## src/rtl/rbcs_pkg.sv

```systemverilog
package rbcs_pkg;

  // Character set codes as written to the charset_select register
  typedef enum logic [1:0] {
    CS_PRINT = 2'd0,
    CS_ALNUM = 2'd1,
    CS_ALPHA = 2'd2,
    CS_DIGIT = 2'd3
  } charset_t;

  // Configuration register indexes
  localparam int unsigned CFG_IDX_W = 1;
  localparam logic [CFG_IDX_W-1:0] CFG_CHARSET_SELECT  = 1'b0;
  localparam logic [CFG_IDX_W-1:0] CFG_PASSWORD_LENGTH = 1'b1;

  localparam int unsigned CFG_DATA_W = 16;
  localparam int unsigned LEN_W      = 16;
  localparam int unsigned CHAR_W     = 7;
  localparam int unsigned BYTE_W     = 8;
  localparam int unsigned GROUP_W    = 7;
  localparam int unsigned BUF_W      = 7;
  localparam int unsigned HELD_W     = 3;

  localparam logic [LEN_W-1:0] LENGTH_RESET = 16'd10;

  typedef struct packed {
    logic [CHAR_W-1:0] symbol_char;
    logic              last_of_password;
  } result_t;

  // Group width per character set
  function automatic logic [2:0] group_bits(input charset_t cs);
    case (cs)
      CS_PRINT: group_bits = 3'd7;
      CS_ALNUM: group_bits = 3'd6;
      CS_ALPHA: group_bits = 3'd6;
      CS_DIGIT: group_bits = 3'd4;
      default:  group_bits = 3'd4;
    endcase
  endfunction

  // Number of symbols per character set
  function automatic logic [GROUP_W-1:0] set_size(input charset_t cs);
    case (cs)
      CS_PRINT: set_size = 7'd95;
      CS_ALNUM: set_size = 7'd62;
      CS_ALPHA: set_size = 7'd52;
      CS_DIGIT: set_size = 7'd10;
      default:  set_size = 7'd10;
    endcase
  endfunction

  // Symbol table: group value to ASCII code (group is below set_size)
  function automatic logic [CHAR_W-1:0] symbol_of(input charset_t cs,
                                                 input logic [GROUP_W-1:0] g);
    logic [CHAR_W-1:0] c;
    c = 7'h20;
    case (cs)
      CS_PRINT: c = 7'h20 + g;
      CS_ALNUM, CS_ALPHA: begin
        if (g < 7'd26)      c = 7'h61 + g;
        else if (g < 7'd52) c = 7'h41 + (g - 7'd26);
        else if (g < 7'd61) c = 7'h31 + (g - 7'd52);
        else                c = 7'h30;
      end
      CS_DIGIT: begin
        if (g < 7'd9) c = 7'h31 + g;
        else          c = 7'h30;
      end
      default: c = 7'h20;
    endcase
    symbol_of = c;
  endfunction

endpackage

```

## src/rtl/random_bits_to_charset_symbols_unit.sv

```systemverilog
// Random byte to password symbol mapper. Each accepted item is one random
// byte, appended most significant bit first to a small bit buffer; in the
// same cycle up to two groups of k bits (k = 7 printable, 6 alphanumeric or
// alpha, 4 digits) are taken from it. A group at or above the set size is
// dropped, any other becomes one output item holding the ASCII code and a
// flag that marks the last character of each password of password_length
// characters (a length of zero acts as one). Leftover bits carry over to
// the next byte. Input items are taken one per cycle whenever the result
// queue has room for two more results, so the input rate is one byte per
// cycle as long as the consumer takes results about as fast as they come;
// the output side delivers at most one result per cycle from a queue of
// QUEUE_DEPTH entries, and that drain rate sets the sustained figure when
// a charset yields more than one result per byte. Configuration writes
// take effect at once and do not clear the buffer or the character count.
module random_bits_to_charset_symbols_unit
  import rbcs_pkg::*;
#(
  parameter int unsigned QUEUE_DEPTH = 4
) (
  input  logic                  clk,
  input  logic                  rst_n,
  input  logic                  in_valid,
  output logic                  in_stall,
  input  logic [BYTE_W-1:0]     in_random_byte,
  output logic                  out_valid,
  input  logic                  out_stall,
  output logic [CHAR_W-1:0]     out_symbol_char,
  output logic                  out_last_of_password,
  input  logic                  cfg_wr_en,
  input  logic [CFG_IDX_W-1:0]  cfg_index,
  input  logic [CFG_DATA_W-1:0] cfg_wr_data
);

  localparam int unsigned CNT_W = $clog2(QUEUE_DEPTH + 1);
  localparam logic [CNT_W-1:0] ROOM_LIMIT = CNT_W'(QUEUE_DEPTH - 2);

  // Configuration registers
  charset_t         charset_r;
  logic [LEN_W-1:0] length_r;

  // Bit buffer and password counter
  logic [BUF_W-1:0]  buf_r, buf_nxt;
  logic [HELD_W-1:0] held_r, held_nxt;
  logic [LEN_W-1:0]  count_r, count_nxt;

  // Result queue, head at entry 0
  result_t          q_r [QUEUE_DEPTH];
  result_t          q_nxt [QUEUE_DEPTH];
  result_t          q_sh [QUEUE_DEPTH];
  logic [CNT_W-1:0] fill_r, fill_nxt;

  logic push, pop;

  // Extraction datapath
  logic [BUF_W+BYTE_W-1:0] full;
  logic [3:0]              avail, sh1, sh2, rem;
  logic [2:0]              k;
  logic [GROUP_W-1:0]      gmask, grp1, grp2, size;
  logic                    take2, v0, v1;
  logic [LEN_W-1:0]        len_eff, count_mid;
  logic [LEN_W:0]          inc0, inc1;
  logic                    last0, last1;
  result_t                 res0, res1, first;
  logic [1:0]              n_res;
  logic [CNT_W-1:0]        base;

  assign push = in_valid && !in_stall;
  assign pop  = out_valid && !out_stall;

  // Hold off input unless two results fit
  assign in_stall = fill_r > ROOM_LIMIT;

  assign out_valid            = fill_r != '0;
  assign out_symbol_char      = q_r[0].symbol_char;
  assign out_last_of_password = q_r[0].last_of_password;

  always_comb begin
    k     = group_bits(charset_r);
    size  = set_size(charset_r);
    gmask = 7'h7f >> (3'd7 - k);
    full  = {buf_r, in_random_byte};
    avail = {1'b0, held_r} + 4'd8;

    // First group always fits: at least eight bits are held
    sh1   = avail - {1'b0, k};
    grp1  = GROUP_W'(full >> sh1) & gmask;
    take2 = sh1 >= {1'b0, k};
    sh2   = sh1 - {1'b0, k};
    grp2  = GROUP_W'(full >> sh2) & gmask;
    rem   = take2 ? sh2 : sh1;

    buf_nxt  = BUF_W'(full & ((15'd1 << rem) - 15'd1));
    held_nxt = rem[HELD_W-1:0];

    v0 = grp1 < size;
    v1 = take2 && (grp2 < size);

    // Password counter, first result then second
    len_eff   = (length_r == '0) ? LEN_W'(1) : length_r;
    inc0      = {1'b0, count_r} + 1'b1;
    last0     = inc0 >= {1'b0, len_eff};
    count_mid = v0 ? (last0 ? '0 : inc0[LEN_W-1:0]) : count_r;
    inc1      = {1'b0, count_mid} + 1'b1;
    last1     = inc1 >= {1'b0, len_eff};
    count_nxt = v1 ? (last1 ? '0 : inc1[LEN_W-1:0]) : count_mid;

    res0.symbol_char      = symbol_of(charset_r, grp1);
    res0.last_of_password = last0;
    res1.symbol_char      = symbol_of(charset_r, grp2);
    res1.last_of_password = last1;

    // Pack accepted results to the front
    first = v0 ? res0 : res1;
    n_res = push ? ({1'b0, v0} + {1'b0, v1}) : 2'd0;
  end

  // Queue next state: advance on pop, append new results behind the rest
  always_comb begin
    for (int i = 0; i < QUEUE_DEPTH - 1; i++) begin
      q_sh[i] = pop ? q_r[i+1] : q_r[i];
    end
    q_sh[QUEUE_DEPTH-1] = q_r[QUEUE_DEPTH-1];

    base = fill_r - CNT_W'(pop);
    for (int i = 0; i < QUEUE_DEPTH; i++) begin
      if (CNT_W'(i) == base && n_res != 2'd0) begin
        q_nxt[i] = first;
      end else if (CNT_W'(i) == base + 1'b1 && n_res == 2'd2) begin
        q_nxt[i] = res1;
      end else begin
        q_nxt[i] = q_sh[i];
      end
    end
    fill_nxt = base + CNT_W'(n_res);
  end

  always_ff @(posedge clk) begin
    if (!rst_n) begin
      charset_r <= CS_PRINT;
      length_r  <= LENGTH_RESET;
      buf_r     <= '0;
      held_r    <= '0;
      count_r   <= '0;
      fill_r    <= '0;
    end else begin
      if (cfg_wr_en) begin
        case (cfg_index)
          CFG_CHARSET_SELECT:  charset_r <= charset_t'(cfg_wr_data[1:0]);
          CFG_PASSWORD_LENGTH: length_r  <= cfg_wr_data[LEN_W-1:0];
          default: ;
        endcase
      end
      if (push) begin
        buf_r   <= buf_nxt;
        held_r  <= held_nxt;
        count_r <= count_nxt;
      end
      fill_r <= fill_nxt;
    end
  end

  // Queue payload carries no reset
  always_ff @(posedge clk) begin
    for (int i = 0; i < QUEUE_DEPTH; i++) begin
      q_r[i] <= q_nxt[i];
    end
  end

  // Queue never overfills
  a_fill_bound: assert property (@(posedge clk) disable iff (!rst_n)
    fill_r <= CNT_W'(QUEUE_DEPTH))
    else $error("result queue overfilled");

  // Fewer bits than the widest group stay behind after each byte
  a_held_bound: assert property (@(posedge clk) disable iff (!rst_n)
    held_r <= 3'd6)
    else $error("bit buffer holds too many bits");

  // Bits above the held count are always clear
  a_buf_clean: assert property (@(posedge clk) disable iff (!rst_n)
    (buf_r >> held_r) == '0)
    else $error("stale bits in bit buffer");

  // A byte that yields nothing and no pop leaves the queue as it was
  a_no_result: assert property (@(posedge clk) disable iff (!rst_n)
    (!pop && (!push || (!v0 && !v1))) |=> fill_r == $past(fill_r))
    else $error("queue fill changed without push or pop");

endmodule

```

## config.mk

```make
export PLATFORM = sky130hd
export DESIGN_NAME = random_bits_to_charset_symbols_unit
export DESIGN_NICKNAME = d
export VERILOG_FILES = /design/src/rtl/rbcs_pkg.sv /design/src/rtl/random_bits_to_charset_symbols_unit.sv
export SDC_FILE = /design/constraint.sdc
export NUM_CORES = 1
export LEC_CHECK = 0
export BUFFER_PORTS_ARGS = -buffer_cell sky130_fd_sc_hd__buf_2
export CORE_MARGIN = 4
export CORE_UTILIZATION = 30
export CTS_CLUSTER_DIAMETER = 120
export CTS_CLUSTER_SIZE = 8
export DETAILED_ROUTE_END_ITERATION = 8
export PLACE_DENSITY = 0.55
export SLEW_MARGIN = 20
export SYNTH_ARGS = -nofsm -noshare
export SYNTH_HDL_FRONTEND = slang
export SYNTH_SLANG_ARGS = --single-unit
```

## constraint.sdc

```tcl
create_clock -name clk -period 17.3 [get_ports clk]
set_input_delay 1.73 -clock clk [delete_from_list [all_inputs] [get_ports clk]]
set_output_delay 1.73 -clock clk [all_outputs]
set_load 0.02 [all_outputs]
```

==> results.py, run 1 <==
metrics = {
    "cts": {
        "cts_sinks": 79,
        "h-tree-depth": 3,
        "cts_tree": "done",
        "cts_buffer_depth": 2,
        "cts-root-buf": "clkbuf_16",
        "holdBufCountCts": 0,
        "cts_buffers": 9,
        "post-cts-setup-buffers": 0,
        "cts-resized-gates": 0,
        "path_clk_slew_ns": 0.07,
        "clk_latency_ns": 0.36,
    },
    "cells_and_area": {
        "area_growth_pct": 9.16,
        "nets": 1213,
        "seq_area_mm2": 0.00190,
        "antennaDiodeCount": 0,
        "finalNonFillerCells": 1501,
        "multi_input_area_mm2": 0.00633,
        "layout-drive-gt1-share_pct": 11.9,
        "n_fill_cell": 3056,
    },
    "run_status": {
        "outcome": "completed",
    },
    "sta": {
        "clock_skew_ns": 0.0119,
        "fin_crit_sh_pct": 59.8,
        "finalHoldViolations": 0,
        "finalSetupViolCount": 0,
        "max_slew.worst_pin.slew_ns": 1.06,
        "finalWorstSetupSlack_ns": 6.96,
        "timing.setup.tns_ns": 0,
        "rsz0062_at_grt": "no",
        "relSlewSlack_pct": 29.1,
        "max_clock_freq_mhz": 96.7,
        "report.final.slew_viol_count": 0,
        "fin_crit_ns": 10.34,
    },
    "synthesis": {
        "synth_edf_count": 32,
        "yosysWarnings": 0,
        "ys.flop_type": "dfxtp_1",
        "synth_area_per_cell_um2": 7.89,
        "mappedNetlistArea_mm2": 0.00878,
        "ys_seq_area_share_pct": 21.7,
        "synth-seq-cells": 79,
        "synth_cell_types": 88,
        "syn_nets": 1214,
        "synth_cells": 1113,
        "async_flop_share_pct": 0,
    },
    "worst_setup_path": {
        "cp.arrival_ns": 10.63,
        "setup.worst_path.start_class": "register",
        "crit_type": "reg -> reg",
        "crit_fanout": 42,
        "cp_num_buf_inv": 7,
        "max_stage_delay_ns": 0.75,
        "crit_slowest_cell": "dfxtp_1",
        "critPathRequiredTime_ns": 17.59,
        "cp_top_family": "compound AO/OA/AOI/OAI gates",
        "end_kind": "register",
    },
    "job": {
        "maxCapViolCount": 0,
    },
    "grt": {
        "antenna_found_initial": 0,
        "grt_max_degree": 52,
        "grt_pass1_wl_um": 43500,
        "gr-total-overflow": 0,
        "grt_usage_pct": 16.7,
        "grt_pass1_vias": 7966,
    },
    "routing": {
        "dr_total_vias": 8489,
        "drtAntennaViolNets": 0,
        "avgRoutedWirePerCell_um": 17.9,
        "first_pass_iters": 6,
        "drt-total-wl_um": 26900,
        "drcViolationCount": 0,
        "drt-initial-drc-count": 767,
        "viasPerCell": 5.66,
    },
    "power": {
        "switching_share_pct": 50.0,
        "pwr_density_cell_mw_per_mm2": 153,
        "p_clk_share_pct": 14.1,
        "power.leakage_nw": 3.82,
        "ir_worst_vdd_v": 0.0000559,
        "p_switching_uw": 733,
        "seqPwrFrac_pct": 20.8,
        "share_comb_of_total_power_pct": 65.0,
        "p_int_uw": 734,
    },
    "placement": {
        "place_inst": 1485,
        "dp_slack_ns": 6.91,
        "portBuffers": 39,
        "dp_hpwl_um": 20300,
        "globalplace.congestion": 0.888,
    },
    "floorplanning": {
        "fp.dieW_um": 179,
        "die_y_um": 179,
        "std_cell_rows": 62,
        "initial_utilization_pct": 30.5,
        "num_io_pins": 40,
        "coreArea_mm2": 0.0288,
        "die-area_mm2": 0.0321,
    },
    "min_path": {
        "min_path_type": "reg -> reg",
    },
}
==> power groups by stage <==
| stage | Combinational [mW] | Clock (mW) | Sequential (mW) |
|---|---|---|---|
| after global placement | 0.938 | 0 | 0.309 |
| after floorplan | 0.717 | 0 | 0.301 |
| final | 0.953 | 0.207 | 0.305 |
| after global routing | 1.06 | 0.220 | 0.311 |
| after detailed placement | 0.944 | 0 | 0.310 |
| after CTS | 0.948 | 0.211 | 0.306 |
==> layer usage <==
metal	GRT usage, %	vias to the layer above	share of wire [%]
met5	0	-	0
met4	3.90	0	1.4
met2	28.0	279	49
met1	23.2	4045	45
li1	-	4133	-
met3	1.83	32	5.2
==> sequential cells by signal, indices dropped and copies added, names as in the netlist <==
| register | count |
|---|---|
| buf_r | 7 |
| charset_r | 2 |
| count_r | 16 |
| fill_r | 3 |
| held_r | 3 |
| length_r | 16 |
| q_r | 32 |
==> synth_stat cells (10+ instances only) <==
cell type    n  area (um^2)
clkbuf_1    44          165
dfxtp_1     47          941
nand2_1    135          507
o211ai_1    17          128
a21boi_0    25          188
nor3_1      23          115
mux2_2      21          236
nor2b_1     10         62.6
a21o_1      14          105
nand4_1     13         81.3
o21ai_0     67          335
or3_1       12         75.1
a21oi_1     66          330
o31ai_1     11         82.6
xnor2_1     27          236
mux2i_1     31          310
nand3_1     32          160
a211oi_1    10         75.1
buf_2       12         60.1
inv_1       66          248
ha_1        68          851
o22ai_1     16          100
a31oi_1     19          119
nor2_1      89          334
and3_1      13         81.3
mux4_2      16          360
edfxtp_1    32          961
==> worst register-to-register path: cells and delay by family, from the launching register on <==
family	cells	cell delay [ns]
DFF	1	0.75
and+or+nand+nor	8	1.93
buffers and inverters	7	1.92
xor gates and xnor gates	1	0.22
AOI/OAI and AO/OA	13	2.96
muxes	2	0.87
adders and majority gates	5	1.59
==> kinds of logic (layout without fill, tap and decap cells) <==
family / after synthesis / in the layout / synth area share (%)
simple gates: 381 / 381 / 20.6
mux: 69 / 69 / 10.5
fa+ha+maj: 71 / 71 / 10.4
xor+xnor: 38 / 38 / 4.33
buf+inv: 135 / 139 / 6.28
compound gates: 340 / 340 / 26.2
flops: 79 / 79 / 21.7
==> worst paths after layout <==
kind | startpoint | end | slack, ns | cells past startpoint
hold reg to reg | length_r[7]$_SDFFE_PN0P_ | length_r[7]$_SDFFE_PN0P_ | 0.49 | 2
setup reg to reg | held_r[0]$_SDFFE_PN0P_ | count_r[8]$_SDFFE_PN0P_ | 6.96 | 36
setup / recovery | held_r[0]$_SDFFE_PN0P_ | count_r[8]$_SDFFE_PN0P_ | 6.96 | 36
hold / removal | length_r[7]$_SDFFE_PN0P_ | length_r[7]$_SDFFE_PN0P_ | 0.49 | 2
==> per-stage QoR <==
step                utilization (%)  cell area, um^2  total power, mW  hold slack (ns)
floorplan                         -             8780             1.02            0.444
global placement               32.2             9270             1.25            0.474
detailed placement             32.2             9270             1.25            0.481
CTS                            33.3             9590             1.46            0.490
global route                   33.3             9590             1.59            0.512
finish                         33.3             9590             1.47            0.487
==> cell type report <==
cell class                      instances  area share (%)
Tap cell                              384            5.01
Inverter                               70            2.74
Multi-Input combinational cell        899            66.0
Clock inverter                          7           0.914
Sequential cell                        79            19.8
Clock buffer                            9            2.35
Timing Repair Buffer                   53            3.13
==> placed cells by master, fill, tap and decap left out, types with 14 or more instances in the layout <==
master | netlist | final
o22ai_1 | 16 | 16
nand2_1 | 135 | 135
dfxtp_1 | 47 | 47
o211ai_1 | 17 | 17
a21boi_0 | 25 | 25
nor3_1 | 23 | 23
mux2_2 | 21 | 21
a21oi_1 | 66 | 66
xnor2_1 | 27 | 27
ha_1 | 68 | 68
nor2_1 | 89 | 89
mux2i_1 | 31 | 31
nand3_1 | 32 | 32
inv_1 | 66 | 66
a31oi_1 | 19 | 19
o21ai_0 | 67 | 67
edfxtp_1 | 32 | 32
buf_2 | 12 | 39
buf_4 | 2 | 14
mux4_2 | 16 | 16
a21o_1 | 14 | 14
No activity file was read; power rests on OpenSTA's default activity.
==> run 2: changes to the inputs <==
Settings changed: ABC_AREA set to 1.
Clock period 17.3 ns to 10.6 ns, I/O delays scaled along.
==> run 2 against run 1 <==
Net effect: global-route usage fell by 0.48 points; cell count rose by 20%; clock skew fell by 0.0034 ns; critical endpoint is now q_r[0][0]$_DFFE_PP_; largest cell class unchanged.
==> results.py, run 2 <==
metrics = {
    "min_path": {
        "min_path_type": "reg -> reg",
        "hold_path_end": "length_r[7]$_SDFFE_PN0P_",
        "hold_depth": 2,
        "worstHoldStart": "length_r[7]$_SDFFE_PN0P_",
    },
    "grt": {
        "gr-total-overflow": 0,
        "antenna_found_initial": 0,
        "grt_max_degree": 40,
        "grt_pass1_vias": 8105,
        "grt_usage_pct": 16.3,
        "grt_pass1_wl_um": 41600,
    },
    "cells_and_area": {
        "top_register": "q_r",
        "antennaDiodeCount": 0,
        "final_common_cell": "nand2_1",
        "nets": 1517,
        "layout-drive-gt1-share_pct": 8.52,
        "largest_reg_flops": 32,
        "top_regs": "q_r x32, count_r x16, length_r x16",
        "n_fill_cell": 3134,
        "layout_common_cells": "435 x nand2_1, 160 x inv_1, 151 x nor2_1",
        "area_growth_pct": 8.74,
    },
    "sta": {
        "finalHoldViolations": 0,
        "relSlewSlack_pct": 39.0,
        "clock_skew_ns": 0.00847,
        "fin_crit_ns": 8.95,
        "timing.setup.tns_ns": 0,
        "finalSetupViolCount": 0,
        "fin_crit_sh_pct": 84.4,
        "max_clock_freq_mhz": 112,
        "report.final.slew_viol_count": 0,
        "rsz0062_at_grt": "no",
        "max_slew.worst_pin.slew_ns": 0.909,
    },
    "cts": {
        "cts-root-buf": "clkbuf_16",
        "path_clk_slew_ns": 0.07,
        "cts-resized-gates": 0,
        "cts_buffers": 9,
        "post-cts-setup-buffers": 0,
        "cts_sinks": 79,
        "clk_latency_ns": 0.35,
        "holdBufCountCts": 0,
        "h-tree-depth": 3,
        "cts_buffer_depth": 2,
        "cts_tree": "done",
    },
    "job": {
        "maxCapViolCount": 0,
    },
    "placement": {
        "portBuffers": 39,
        "dp_hpwl_um": 19800,
        "globalplace.congestion": 0.943,
    },
    "synthesis": {
        "synth_top_area_share_pct": 18.9,
        "yosysWarnings": 0,
        "synth_area_per_cell_um2": 6.15,
        "netlist_top_cells_count": "435 x nand2_1, 160 x inv_1, 152 x nor2_1, 118 x o21ai_0, 89 x nand3_1",
        "synth-seq-cells": 79,
        "synth_cell_types": 53,
        "ys.flop_type": "dfxtp_1",
        "ys_seq_area_share_pct": 22.0,
        "yosysMostFrequentCell": "nand2_1",
        "syn_nets": 1505,
        "yosysTopAreaCell": "nand2_1",
        "synth_cells": 1404,
        "mappedNetlistArea_mm2": 0.00863,
        "synth_edf_count": 32,
        "async_flop_share_pct": 0,
        "ys_top_cells_by_area": "nand2_1 19%, edfxtp_1 11%, dfxtp_1 11%",
    },
    "worst_setup_path": {
        "timing.rr.end": "q_r[0][0]$_DFFE_PP_",
        "r2r_setup_slack_ns": 1.65,
        "crit_slowest_cell": "fa_1",
        "crit_path_start": "held_r[0]$_SDFFE_PN0P_",
        "max_stage_delay_ns": 0.75,
        "crit_type": "reg -> reg",
        "r2r_start": "held_r[0]$_SDFFE_PN0P_",
        "critPathRequiredTime_ns": 10.68,
        "end_kind": "register",
        "setup.worst_path.start_class": "register",
        "worstRegToRegCells": 31,
        "cp.arrival_ns": 9.03,
        "crit_fanout": 34,
    },
    "routing": {
        "drtAntennaViolNets": 0,
        "viasPerCell": 4.91,
        "drcViolationCount": 0,
        "dr_total_vias": 8832,
        "avgRoutedWirePerCell_um": 14.2,
        "drt-total-wl_um": 25500,
        "first_pass_iters": 5,
        "drt-initial-drc-count": 605,
    },
    "floorplanning": {
        "coreArea_mm2": 0.0281,
        "num_io_pins": 40,
        "die_y_um": 178,
        "initial_utilization_pct": 30.7,
        "fp.dieW_um": 178,
        "die-area_mm2": 0.0316,
        "std_cell_rows": 61,
    },
    "run_status": {
        "outcome": "completed",
    },
}
[run 2: through the flow]
stage               instance area (um^2)  util (%)  hold slack [ns]  instances  worst slack [ns]
floorplan                           8630         -            0.472       1404              3.96
global placement                    9100      32.4            0.513       1783              2.02
detailed placement                  9100      32.4            0.519       1783              1.81
CTS                                 9390      33.4            0.529       1799              1.79
global route                        9390      33.4            0.554       1799             0.780
finish                              9390      33.4            0.521       1799              1.65
[run 2: worst max path at each step]
stage,to,slack [ns],cells after the start
6_report,q_r[0][0]$_DFFE_PP_,1.65,31
5_1_grt,q_r[2][0]$_DFFE_PP_,0.78,32
4_1_cts,q_r[0][0]$_DFFE_PP_,1.79,31
3_5_place_dp,q_r[0][0]$_DFFE_PP_,1.81,31
3_3_place_gp,q_r[1][0]$_DFFE_PP_,2.02,32
2_1_floorplan,q_r[3][0]$_DFFE_PP_,3.96,35
[run 2: kinds of logic (layout without fill, tap and decap cells)]
| group | count (synthesis) | count (layout) | synth area share, % |
|---|---|---|---|
| AO/OA/AOI/OAI | 260 | 260 | 17.1 |
| XOR/XNOR | 37 | 37 | 3.84 |
| adder cells (fa/ha/maj) | 71 | 71 | 10.6 |
| buffers and inverters | 210 | 227 | 9.86 |
| flip-flops | 79 | 79 | 22.0 |
| multiplexers | 1 | 1 | 0.116 |
| AND/OR/NAND/NOR | 746 | 746 | 36.5 |
[run 2: per-layer routing]
| metal | up-vias | track usage [%] | wire, um |
|---|---|---|---|
| met5 | - | 0 | 0 |
| met1 | 3983 | 22.9 | 12300 |
| met3 | 30 | 1.83 | 1320 |
| met2 | 218 | 25.9 | 11200 |
| li1 | 4601 | - | - |
| met4 | 0 | 5.35 | 639 |
[run 2: critical path, delay by kind of cell, from the launching register on]
family                     cells  cell delay, ns
and+or+nand+nor               12            1.83
DFF                            1            0.74
xor gates and xnor gates       1            0.28
buffers and inverters          4            1.01
AOI/OAI and AO/OA              9            2.92
adders and majority gates      5            1.88
[run 2: final cells by class]
type                       count  area (um^2)  area share, %
inverter                     170          638           6.80
clock buffer                   9          225           2.40
sequential                    79         1900           20.3
tap                          378          473           5.04
clock inverter                 7         56.3          0.600
multi-input combinational   1115         5880           62.7
timing repair buffer          41          210           2.24
Power of run 2 is not shown: default switching activity piles up to over one toggle a cycle in this logic, so the estimate is an artifact.
